## src/rbp_pkg.sv

```systemverilog
// Shared types and constants for the RTCP report block parser.
// No dependencies; every other file in src/ refers to this package by scoped names.
package rbp_pkg;

  localparam int LENGTH_BITS_DEFAULT = 16;
  localparam int OFFSET_BITS         = 16;
  localparam int PACKET_BITS         = 19;

  localparam logic [7:0] TYPE_SR    = 8'd200;
  localparam logic [7:0] TYPE_RR    = 8'd201;
  localparam logic [7:0] COUNT_MASK = 8'h1F;

  localparam int BLOCK_LEN     = 24;
  localparam int MIN_DATAGRAM  = 8;
  localparam int SR_FIRST_BYTE = 28;
  localparam int RR_FIRST_BYTE = 8;
  localparam int HEADER_BYTES  = 4;
  localparam int SSRC_END_BYTE = 7;

  localparam int FIFO_DEPTH = 4;
  localparam int PTR_BITS   = $clog2(FIFO_DEPTH);
  localparam int FILL_BITS  = $clog2(FIFO_DEPTH + 1);

  localparam logic KIND_RECORD  = 1'b0;
  localparam logic KIND_SUMMARY = 1'b1;

  typedef struct packed {
    logic [7:0]  data_byte;
    logic [15:0] datagram_length;
    logic        end_of_datagram;
  } item_t;

  typedef struct packed {
    logic               result_kind;
    logic [31:0]        origin_ssrc;
    logic [31:0]        source_ssrc;
    logic [7:0]         loss_fraction;
    logic signed [23:0] loss_count;
    logic [31:0]        highest_sequence;
    logic [31:0]        arrival_jitter;
    logic [31:0]        last_report_stamp;
    logic [31:0]        delay_since_report;
    logic [7:0]         block_total;
    logic               last_result;
  } result_t;

  // Results produced by one parsed byte, in delivery order.
  typedef struct packed {
    logic [1:0] count;
    result_t    first;
    result_t    second;
  } push_t;

  typedef struct packed {
    logic                 room;
    logic [FILL_BITS-1:0] fill;
  } fifo_status_t;

endpackage

```

## src/rbp_parser.sv

```systemverilog
// Input register and per-byte compound packet walk with report block capture.
// Depends on rbp_pkg; feeds rbp_result_fifo through an rbp_pkg::push_t bundle.
module rbp_parser #(
  parameter int LENGTH_BITS = rbp_pkg::LENGTH_BITS_DEFAULT
) (
  input  logic            clk,
  input  logic            rst,
  input  logic            item_valid,
  output logic            item_ready,
  input  rbp_pkg::item_t  item,
  input  logic            room,
  output rbp_pkg::push_t  push
);

  localparam int OB = rbp_pkg::OFFSET_BITS;
  localparam int PB = rbp_pkg::PACKET_BITS;

  logic           stg_valid;
  rbp_pkg::item_t stg;
  logic           advance;

  logic [LENGTH_BITS-1:0] held_length, held_length_next;
  logic [OB-1:0]          datagram_offset, datagram_offset_next;
  logic [PB-1:0]          packet_offset, packet_offset_next;
  logic [PB-1:0]          packet_bytes, packet_bytes_next;
  logic [7:0]             pkt_type, pkt_type_next;
  logic [4:0]             rpt_count, rpt_count_next;
  logic [4:0]             blocks_in_packet, blocks_in_packet_next;
  logic [4:0]             block_byte_index, block_byte_index_next;
  logic [31:0]            current_reporter, current_reporter_next;
  logic [7:0]             block_counter, block_counter_next;
  logic                   walk_stopped, walk_stopped_next;

  logic [7:0] block_bytes [rbp_pkg::BLOCK_LEN];

  logic [OB-1:0] hl_ext;
  logic          walk;
  logic [PB-1:0] p_inc;
  logic [PB-1:0] first_block_byte;
  logic [16:0]   len_plus_one;
  logic [PB-1:0] new_packet_bytes;
  logic [PB-1:0] span;
  logic          is_report;
  logic          step_offset;
  logic [7:0]    masked_count;
  logic          bb_we;
  logic [4:0]    bb_idx;
  logic          emit_rec;
  logic [7:0]    total_now;
  rbp_pkg::result_t rec, summ;

  assign item_ready = !stg_valid || room;
  assign advance    = stg_valid && room;

  always_ff @(posedge clk) begin
    if (rst) begin
      stg_valid <= 1'b0;
    end else if (item_ready) begin
      stg_valid <= item_valid;
    end
    if (item_valid && item_ready) begin
      stg <= item;
    end
  end

  always_comb begin
    held_length_next      = held_length;
    datagram_offset_next  = datagram_offset;
    packet_offset_next    = packet_offset;
    packet_bytes_next     = packet_bytes;
    pkt_type_next         = pkt_type;
    rpt_count_next        = rpt_count;
    blocks_in_packet_next = blocks_in_packet;
    block_byte_index_next = block_byte_index;
    current_reporter_next = current_reporter;
    block_counter_next    = block_counter;
    walk_stopped_next     = walk_stopped;
    bb_we       = 1'b0;
    bb_idx      = block_byte_index;
    emit_rec    = 1'b0;
    step_offset = 1'b1;

    // Sample the length on the first byte of a datagram.
    if (datagram_offset == '0) begin
      held_length_next  = stg.datagram_length[LENGTH_BITS-1:0];
      walk_stopped_next = OB'(held_length_next) < OB'(rbp_pkg::MIN_DATAGRAM);
    end
    hl_ext = OB'(held_length_next);
    walk   = !walk_stopped_next && (datagram_offset < hl_ext);

    p_inc            = packet_offset + PB'(1);
    is_report        = (pkt_type == rbp_pkg::TYPE_SR) || (pkt_type == rbp_pkg::TYPE_RR);
    first_block_byte = (pkt_type == rbp_pkg::TYPE_SR) ? PB'(rbp_pkg::SR_FIRST_BYTE)
                                                      : PB'(rbp_pkg::RR_FIRST_BYTE);
    len_plus_one     = {1'b0, packet_bytes[15:8], stg.data_byte} + 17'd1;
    new_packet_bytes = {len_plus_one, 2'b00};
    span             = PB'(datagram_offset) - PB'(3) + new_packet_bytes;
    masked_count     = stg.data_byte & rbp_pkg::COUNT_MASK;

    if (walk) begin
      if (packet_offset == PB'(0)) begin
        rpt_count_next        = masked_count[4:0];
        blocks_in_packet_next = '0;
        block_byte_index_next = '0;
      end else if (packet_offset == PB'(1)) begin
        pkt_type_next = stg.data_byte;
      end else if (packet_offset == PB'(2)) begin
        packet_bytes_next = {3'b000, stg.data_byte, 8'h00};
      end else if (packet_offset == PB'(3)) begin
        packet_bytes_next = new_packet_bytes;
        // Stop the walk for the rest of the datagram on overrun.
        if (span > PB'(hl_ext)) begin
          walk_stopped_next = 1'b1;
          step_offset       = 1'b0;
        end
      end else if (is_report) begin
        if (packet_offset < PB'(rbp_pkg::SSRC_END_BYTE + 1)) begin
          bb_we  = 1'b1;
          bb_idx = {3'b000, packet_offset[1:0]};
          if (packet_offset == PB'(rbp_pkg::SSRC_END_BYTE)) begin
            current_reporter_next = {block_bytes[0], block_bytes[1], block_bytes[2],
                                     stg.data_byte};
          end
        end
        if (packet_offset >= first_block_byte && blocks_in_packet < rpt_count) begin
          bb_we  = 1'b1;
          bb_idx = block_byte_index;
          if (block_byte_index == 5'(rbp_pkg::BLOCK_LEN - 1)) begin
            emit_rec              = 1'b1;
            block_byte_index_next = '0;
            blocks_in_packet_next = blocks_in_packet + 5'd1;
            if (block_counter != 8'hFF) begin
              block_counter_next = block_counter + 8'd1;
            end
          end else begin
            block_byte_index_next = block_byte_index + 5'd1;
          end
        end
      end
      if (step_offset) begin
        if (p_inc >= PB'(rbp_pkg::HEADER_BYTES) && p_inc >= packet_bytes_next) begin
          packet_offset_next = '0;
        end else begin
          packet_offset_next = p_inc;
        end
      end
    end

    if (datagram_offset != {OB{1'b1}}) begin
      datagram_offset_next = datagram_offset + OB'(1);
    end

    total_now = block_counter_next;

    // Clear per-datagram state on the final byte.
    if (stg.end_of_datagram) begin
      datagram_offset_next  = '0;
      packet_offset_next    = '0;
      packet_bytes_next     = '0;
      pkt_type_next         = '0;
      rpt_count_next        = '0;
      blocks_in_packet_next = '0;
      block_byte_index_next = '0;
      block_counter_next    = '0;
      walk_stopped_next     = 1'b0;
    end
  end

  always_comb begin
    rec                    = '0;
    rec.result_kind        = rbp_pkg::KIND_RECORD;
    rec.origin_ssrc        = current_reporter;
    rec.source_ssrc        = {block_bytes[0], block_bytes[1], block_bytes[2], block_bytes[3]};
    rec.loss_fraction      = block_bytes[4];
    rec.loss_count         = $signed({block_bytes[5], block_bytes[6], block_bytes[7]});
    rec.highest_sequence   = {block_bytes[8], block_bytes[9], block_bytes[10], block_bytes[11]};
    rec.arrival_jitter     = {block_bytes[12], block_bytes[13], block_bytes[14],
                              block_bytes[15]};
    rec.last_report_stamp  = {block_bytes[16], block_bytes[17], block_bytes[18],
                              block_bytes[19]};
    rec.delay_since_report = {block_bytes[20], block_bytes[21], block_bytes[22],
                              stg.data_byte};
    rec.last_result        = !stg.end_of_datagram;

    summ               = '0;
    summ.result_kind   = rbp_pkg::KIND_SUMMARY;
    summ.origin_ssrc   = current_reporter_next;
    summ.block_total   = total_now;
    summ.last_result   = 1'b1;

    push        = '0;
    push.second = summ;
    if (emit_rec) begin
      push.first = rec;
    end else begin
      push.first = summ;
    end
    if (advance) begin
      push.count = 2'(emit_rec) + 2'(stg.end_of_datagram);
    end
  end

  always_ff @(posedge clk) begin
    if (rst) begin
      held_length      <= '0;
      datagram_offset  <= '0;
      packet_offset    <= '0;
      packet_bytes     <= '0;
      pkt_type         <= '0;
      rpt_count        <= '0;
      blocks_in_packet <= '0;
      block_byte_index <= '0;
      current_reporter <= '0;
      block_counter    <= '0;
      walk_stopped     <= 1'b0;
    end else if (advance) begin
      held_length      <= held_length_next;
      datagram_offset  <= datagram_offset_next;
      packet_offset    <= packet_offset_next;
      packet_bytes     <= packet_bytes_next;
      pkt_type         <= pkt_type_next;
      rpt_count        <= rpt_count_next;
      blocks_in_packet <= blocks_in_packet_next;
      block_byte_index <= block_byte_index_next;
      current_reporter <= current_reporter_next;
      block_counter    <= block_counter_next;
      walk_stopped     <= walk_stopped_next;
    end
  end

  always_ff @(posedge clk) begin
    if (advance && bb_we) begin
      block_bytes[bb_idx] <= stg.data_byte;
    end
  end

endmodule

```

## src/rbp_result_fifo.sv

```systemverilog
// Small result queue: takes up to two results per cycle, delivers one beat per cycle while result_ready is high.
// Depends on rbp_pkg for result_t, push_t, fifo_status_t and FIFO_DEPTH.
module rbp_result_fifo (
  input  logic                  clk,
  input  logic                  rst,
  input  rbp_pkg::push_t        push,
  output rbp_pkg::fifo_status_t status,
  output logic                  result_valid,
  input  logic                  result_ready,
  output rbp_pkg::result_t      result
);

  localparam int PW = rbp_pkg::PTR_BITS;
  localparam int FW = rbp_pkg::FILL_BITS;

  rbp_pkg::result_t entries [rbp_pkg::FIFO_DEPTH];
  logic [PW-1:0] wr_ptr, rd_ptr;
  logic [FW-1:0] fill;
  logic          pop;

  assign result_valid = fill != '0;
  assign result       = entries[rd_ptr];
  assign pop          = result_valid && result_ready;
  assign status.fill  = fill;
  // Room for a full pair of results from the next byte.
  assign status.room  = fill <= FW'(rbp_pkg::FIFO_DEPTH - 2);

  always_ff @(posedge clk) begin
    if (rst) begin
      wr_ptr <= '0;
      rd_ptr <= '0;
      fill   <= '0;
    end else begin
      wr_ptr <= wr_ptr + PW'(push.count);
      if (pop) begin
        rd_ptr <= rd_ptr + PW'(1);
      end
      fill <= fill + FW'(push.count) - FW'(pop);
    end
  end

  always_ff @(posedge clk) begin
    if (push.count != 2'd0) begin
      entries[wr_ptr] <= push.first;
    end
    if (push.count == 2'd2) begin
      entries[wr_ptr + PW'(1)] <= push.second;
    end
  end

endmodule

```

## src/rtcp_report_block_parser.sv

```systemverilog
// Top level of the RTCP compound datagram report block parser.
// Depends on rbp_pkg, rbp_parser and rbp_result_fifo.
//
//   channel | signals                           | payload type
//   --------+-----------------------------------+------------------
//   input   | item_valid, item_ready, item      | rbp_pkg::item_t
//   output  | result_valid, result_ready, result| rbp_pkg::result_t
//
// One byte is taken per cycle while item_ready is high; it passes through the input register
// and then the result queue before its results are offered. A byte that completes a report
// block on the final byte of a datagram yields two results, which drain through the four-entry result queue.
// item_ready drops only while the queue holds more than two results.
// Reset (rst, synchronous) clears the walk state, the held reporter SSRC and the queue.
module rtcp_report_block_parser #(
  parameter int LENGTH_BITS = rbp_pkg::LENGTH_BITS_DEFAULT
) (
  input  logic             clk,
  input  logic             rst,
  input  logic             item_valid,
  output logic             item_ready,
  input  rbp_pkg::item_t   item,
  output logic             result_valid,
  input  logic             result_ready,
  output rbp_pkg::result_t result
);

  rbp_pkg::push_t        push;
  rbp_pkg::fifo_status_t fifo_status;

  rbp_parser #(
    .LENGTH_BITS(LENGTH_BITS)
  ) u_parser (
    .clk        (clk),
    .rst        (rst),
    .item_valid (item_valid),
    .item_ready (item_ready),
    .item       (item),
    .room       (fifo_status.room),
    .push       (push)
  );

  rbp_result_fifo u_fifo (
    .clk          (clk),
    .rst          (rst),
    .push         (push),
    .status       (fifo_status),
    .result_valid (result_valid),
    .result_ready (result_ready),
    .result       (result)
  );

`ifndef ASSERT_OFF
  a_fill_bound: assert property (@(posedge clk) disable iff (rst)
    fifo_status.fill <= rbp_pkg::FILL_BITS'(rbp_pkg::FIFO_DEPTH))
    else $error("result queue overfilled");

  a_push_room: assert property (@(posedge clk) disable iff (rst)
    push.count != 2'd0 |-> fifo_status.room)
    else $error("results pushed without queue room");

  a_stall_cause: assert property (@(posedge clk) disable iff (rst)
    !item_ready |-> !fifo_status.room)
    else $error("input stalled while queue has room");

  a_pair_order: assert property (@(posedge clk) disable iff (rst)
    push.count == 2'd2 |-> push.first.result_kind == rbp_pkg::KIND_RECORD &&
      push.second.result_kind == rbp_pkg::KIND_SUMMARY &&
      !push.first.last_result && push.second.last_result)
    else $error("record and summary pair out of order");
`endif

endmodule

```

## config.mk

```make
export PLATFORM = sky130hd
export DESIGN_NAME = rtcp_report_block_parser
export DESIGN_NICKNAME = d
export VERILOG_FILES = /design/src/rbp_pkg.sv /design/src/rbp_parser.sv /design/src/rbp_result_fifo.sv /design/src/rtcp_report_block_parser.sv
export SDC_FILE = /design/constraint.sdc
export NUM_CORES = 2
export LEC_CHECK = 0
export BUFFER_PORTS_ARGS = -buffer_cell sky130_fd_sc_hd__buf_4
export CORE_AREA = 2 2 344 346
export CTS_CLUSTER_SIZE = 24
export DETAILED_ROUTE_END_ITERATION = 10
export DIE_AREA = 0 0 346 348
export HOLD_SLACK_MARGIN = 0.05
export PLACE_DENSITY_LB_ADDON = 0.1
export RECOVER_POWER = 100
export SLEW_MARGIN = 10
export SYNTH_ARGS = -nofsm -noshare
export SYNTH_HDL_FRONTEND = slang
export SYNTH_HIERARCHICAL = 1
export SYNTH_SLANG_ARGS = --single-unit
export TNS_END_PERCENT = 10
```

## constraint.sdc

```tcl
create_clock -name clk -period 22.4 [get_ports clk]
set_clock_uncertainty 0.15 [all_clocks]
set_input_delay 6.72 -clock clk [delete_from_list [all_inputs] [get_ports clk]]
set_output_delay 6.72 -clock clk [all_outputs]
set_load 0.1 [all_outputs]
```

==> flow_summary.toml <==
[status]
outcome = "complete, but fails checks"
violations = "capacitance limit, slew limit"

[power_and_ir_drop]
clockPowerShare = 0.333
powerDensity_nw_per_um2 = 95.9
power_leakage_nw = 25.7
seqPwrFrac = 0.399
netSwitchingFraction = 0.360
switchingPower_mw = 2.44
peakVddDrop_mv = 0.0907
p_int_mw = 4.34
pwr-share-comb = 0.268

[clock_tree]
clockBufferDepth = 3
postCtsSetupBuffers = 0
htree_num_levels = 4
numClockSinks = 1289
cts_tree = "built"
cts_resized = 0
cts_buffers = 141
holdBufCountCts = 0
clk_latency_ns = 0.76
clk_pin_slew_worst_paths_ns = 0.06
cts_root_buffer = "clkbuf_16"

[critical_path]
crit_arrival_ns = 16.53
r2r_end = "u_fifo/entries[0][115]"
startpoint_type = "register"
reg2reg_from = "u_parser/datagram_offset[2]"
crit_path_top_delay_cell = "clkbuf_1"
cp_max_fo = 127
r2r_slack_ns = 6.31
critPathMaxStageDelay_ns = 6.83
path_cells = "or4_4 -> nor2_2 -> and4_1 -> mux2i_1 -> ha_1 -> a21o_1 -> a21o_1 -> a221o_1 -> a31o_1 -> or4b_1 -> nor2_1 -> ha_1 -> and3_1 -> nand4b_1 -> clkbuf_1 -> clkbuf_1 -> mux2_2"
critPathCaptureType = "register"
required_ns = 22.84
r2r_cells = 17
worst-setup-path-type = "register to register"

[routing]
drt_iter0_markers = 3610
routedWlPerCell_um = 26.0
dr.pass1.iters = 6
antenna_left = 0
finalWirelength_mm = 159
via_per_inst = 5.99
num_vias = 36700
drc_errors = 0

[synth]
synth_commonest_cells = "edfxtp_1 (1,145), mux2_2 (979), mux4_2 (234), and2_1 (211), buf_4 (204)"
synth_edf_count = 1145
yosysWarnings = 6
ys_ff_latch = 1289
yosysTopAreaCell = "edfxtp_1"
syn-cell-area_sq_um = 65000
synthesis.instances = 4265
syn_avg_cell_area_sq_um = 15.2
ys_seq_area_frac = 0.573
yosysUniqueCellTypes = 81
async_reset_ff_frac = 0
synth_most_common_cell = "edfxtp_1"
synth-main-ff-cell = "edfxtp_1"
synth_top_area_share = 0.529
synth_area_leaders = "edfxtp_1 (53%), mux2_2 (17%), mux4_2 (8.1%)"

[finish]
multiInputGateArea_sq_um = 25300
fin_nets = 4596
area_delta_synth_final_pct = 8.65
fillCellCount = 9070
fin_area_sq_um = 70600
ff_latch_area_sq_um = 37300
layout-drive-gt1-share = 0.320

[sta]
fin_crit_sh = 0.718
slew_viol_final = 2447
layout_min_cycle_time_ns = 16.09
worstMarginPinSlew_ns = 9.82
rsz0062_at_grt = "no"
finalSetupTns_ns = 0
clock.fmax_mhz = 62.2
final-hold-violation-count = 0
max_slew_margin = -5.54
setup_viol = 0

[floorplan]
fp.dieH_um = 348
num_rows = 126
dieArea_sq_um = 120000
die_x_um = 346
ios = 265
core_area_sq_um = 117000
initial_core_util = 0.556

[place]
dpl_cell_area_sq_um = 67400
gp_congestion = 0.817
place.detailed.hpwl_mm = 90.3
io_buffers = 264

[hold_path]
holdCritPathClass = "register to register"
whs_path_depth = 2
holdPathEnd = "u_parser/held_length[0]"
min_from = "u_parser/held_length[0]"

[grt]
grt_pass1_vias = 36900
globalRoute.totalOverflow = 0
grt_max_degree = 200
track_usage = 0.264
grt_pass1_wl_mm = 238
antenna_found_initial = 8

[run]
cap_violations = 42
## per-stage QoR
stage	hold WS [ns]	total power, mW	util	instances	setup WS (ns)
final	0.307	6.77	0.604	6124	6.31
after global routing	0.330	6.98	0.604	6122	5.68
after CTS	0.309	6.93	0.614	6122	10.45
after detailed placement	0.299	4.69	0.576	5870	11.27
after global placement	0.291	4.68	0.576	5870	11.33
after floorplan	0.271	4.33	-	4457	5.57
## placed cells by master, fill, tap and decap left out, types with 12 or more instances in the layout
cell,Yosys,routed
o21ai_0,50,49
a31oi_1,17,16
nor2_1,111,110
mux2i_1,25,25
clkbuf_1,96,321
o31a_1,14,14
nand3_1,44,43
a22oi_1,18,18
clkbuf_16,0,147
dfxtp_1,144,142
nand4_1,20,20
nor4_1,14,14
mux4_2,234,234
and2_1,211,210
mux2_2,979,964
nand2_1,172,172
buf_4,204,25
or3_1,14,14
clkinv_1,1,21
nor2b_1,16,16
inv_1,51,51
conb_1,2,194
clkbuf_4,0,26
clkinv_2,0,20
a211oi_1,33,33
edfxtp_1,1145,1145
ha_1,88,88
clkbuf_8,0,14
a21oi_1,93,93
nor3_1,41,41
mux2_1,26,41
xnor2_1,44,44
and4_1,17,17
and3_1,13,12
a21o_1,13,13
xor2_1,32,32
## kinds of logic (layout without fill, tap and decap cells)
group	count (synthesis)	after routing	share of synthesized area
AND/OR/NAND/NOR	718	718	0.0588
flip-flops	1289	1289	0.573
adder cells (fa/ha/maj)	90	90	0.0175
XOR/XNOR	78	78	0.0109
other	2	196	0.000115
buffers and inverters	515	644	0.0496
AO/OA/AOI/OAI	308	308	0.0307
multiplexers	1265	1265	0.259
## final cells by class
type                    instances  share of cell area
flip-flops and latches       1289               0.528
multi-input cells            2653               0.358
clock buffers                 196              0.0567
well taps                    1536              0.0272
repair buffers                338              0.0209
clock inverters                56             0.00685
inverters                      54             0.00287
diodes                          2           0.0000708
## flip-flops by register name (all words and copies together), names as in the netlist, 3 cells and up, named ones only
signal / cells
u_parser/packet_bytes: 19
u_parser/current_reporter: 32
u_parser/stg: 17
u_parser/datagram_offset: 16
u_parser/block_byte_index: 5
u_parser/packet_offset: 19
u_fifo/fill: 3
u_parser/block_bytes: 184
u_parser/rec: 3
u_fifo/entries: 936
u_parser/blocks_in_packet: 5
u_parser/pkt_type: 8
u_parser/masked_count: 5
u_parser/rpt_count: 5
u_parser/held_length: 16
u_parser/block_counter: 8
## worst max-delay path by stage
| stage | start | endpoint | slack, ns | cells after the start |
|---|---|---|---|---|
| 3_3_place_gp | register | result[72] | 11.33 | 5 |
| 4_1_cts | register | result[98] | 10.45 | 5 |
| 3_5_place_dp | register | result[98] | 11.27 | 5 |
| 6_report | u_parser/datagram_offset[2] | u_fifo/entries[0][115] | 6.31 | 17 |
| 5_1_grt | u_parser/datagram_offset[12] | u_fifo/entries[2][138] | 5.68 | 16 |
| 2_1_floorplan | u_parser/datagram_offset[3] | u_fifo/entries[2][0] | 5.57 | 24 |
## worst max-delay path, delay by kind of cell (launching register included)
| family | cells | cell delay (ns) |
|---|---|---|
| adders and majority gates | 2 | 0.48 |
| and+or+nand+nor | 7 | 3.39 |
| muxes | 2 | 0.93 |
| buffers and inverters | 2 | 9.44 |
| AOI/OAI and AO/OA | 4 | 1.00 |
| DFF | 1 | 0.44 |
## metal layers
metal,global-route usage,part of all wire
met1,0.376,0.44
met2,0.424,0.47
met3,0.0481,0.071
met4,0.0642,0.020
met5,0,0
## power groups by stage
stage	clock (mW)	combinational, mW	sequential, mW
floorplan	0	1.59	2.74
global placement	0	1.94	2.74
detailed placement	0	1.95	2.74
CTS	2.29	1.95	2.69
global route	2.38	1.89	2.71
finish	2.25	1.82	2.70
Note: power is estimated with default switching activity, not from simulation.
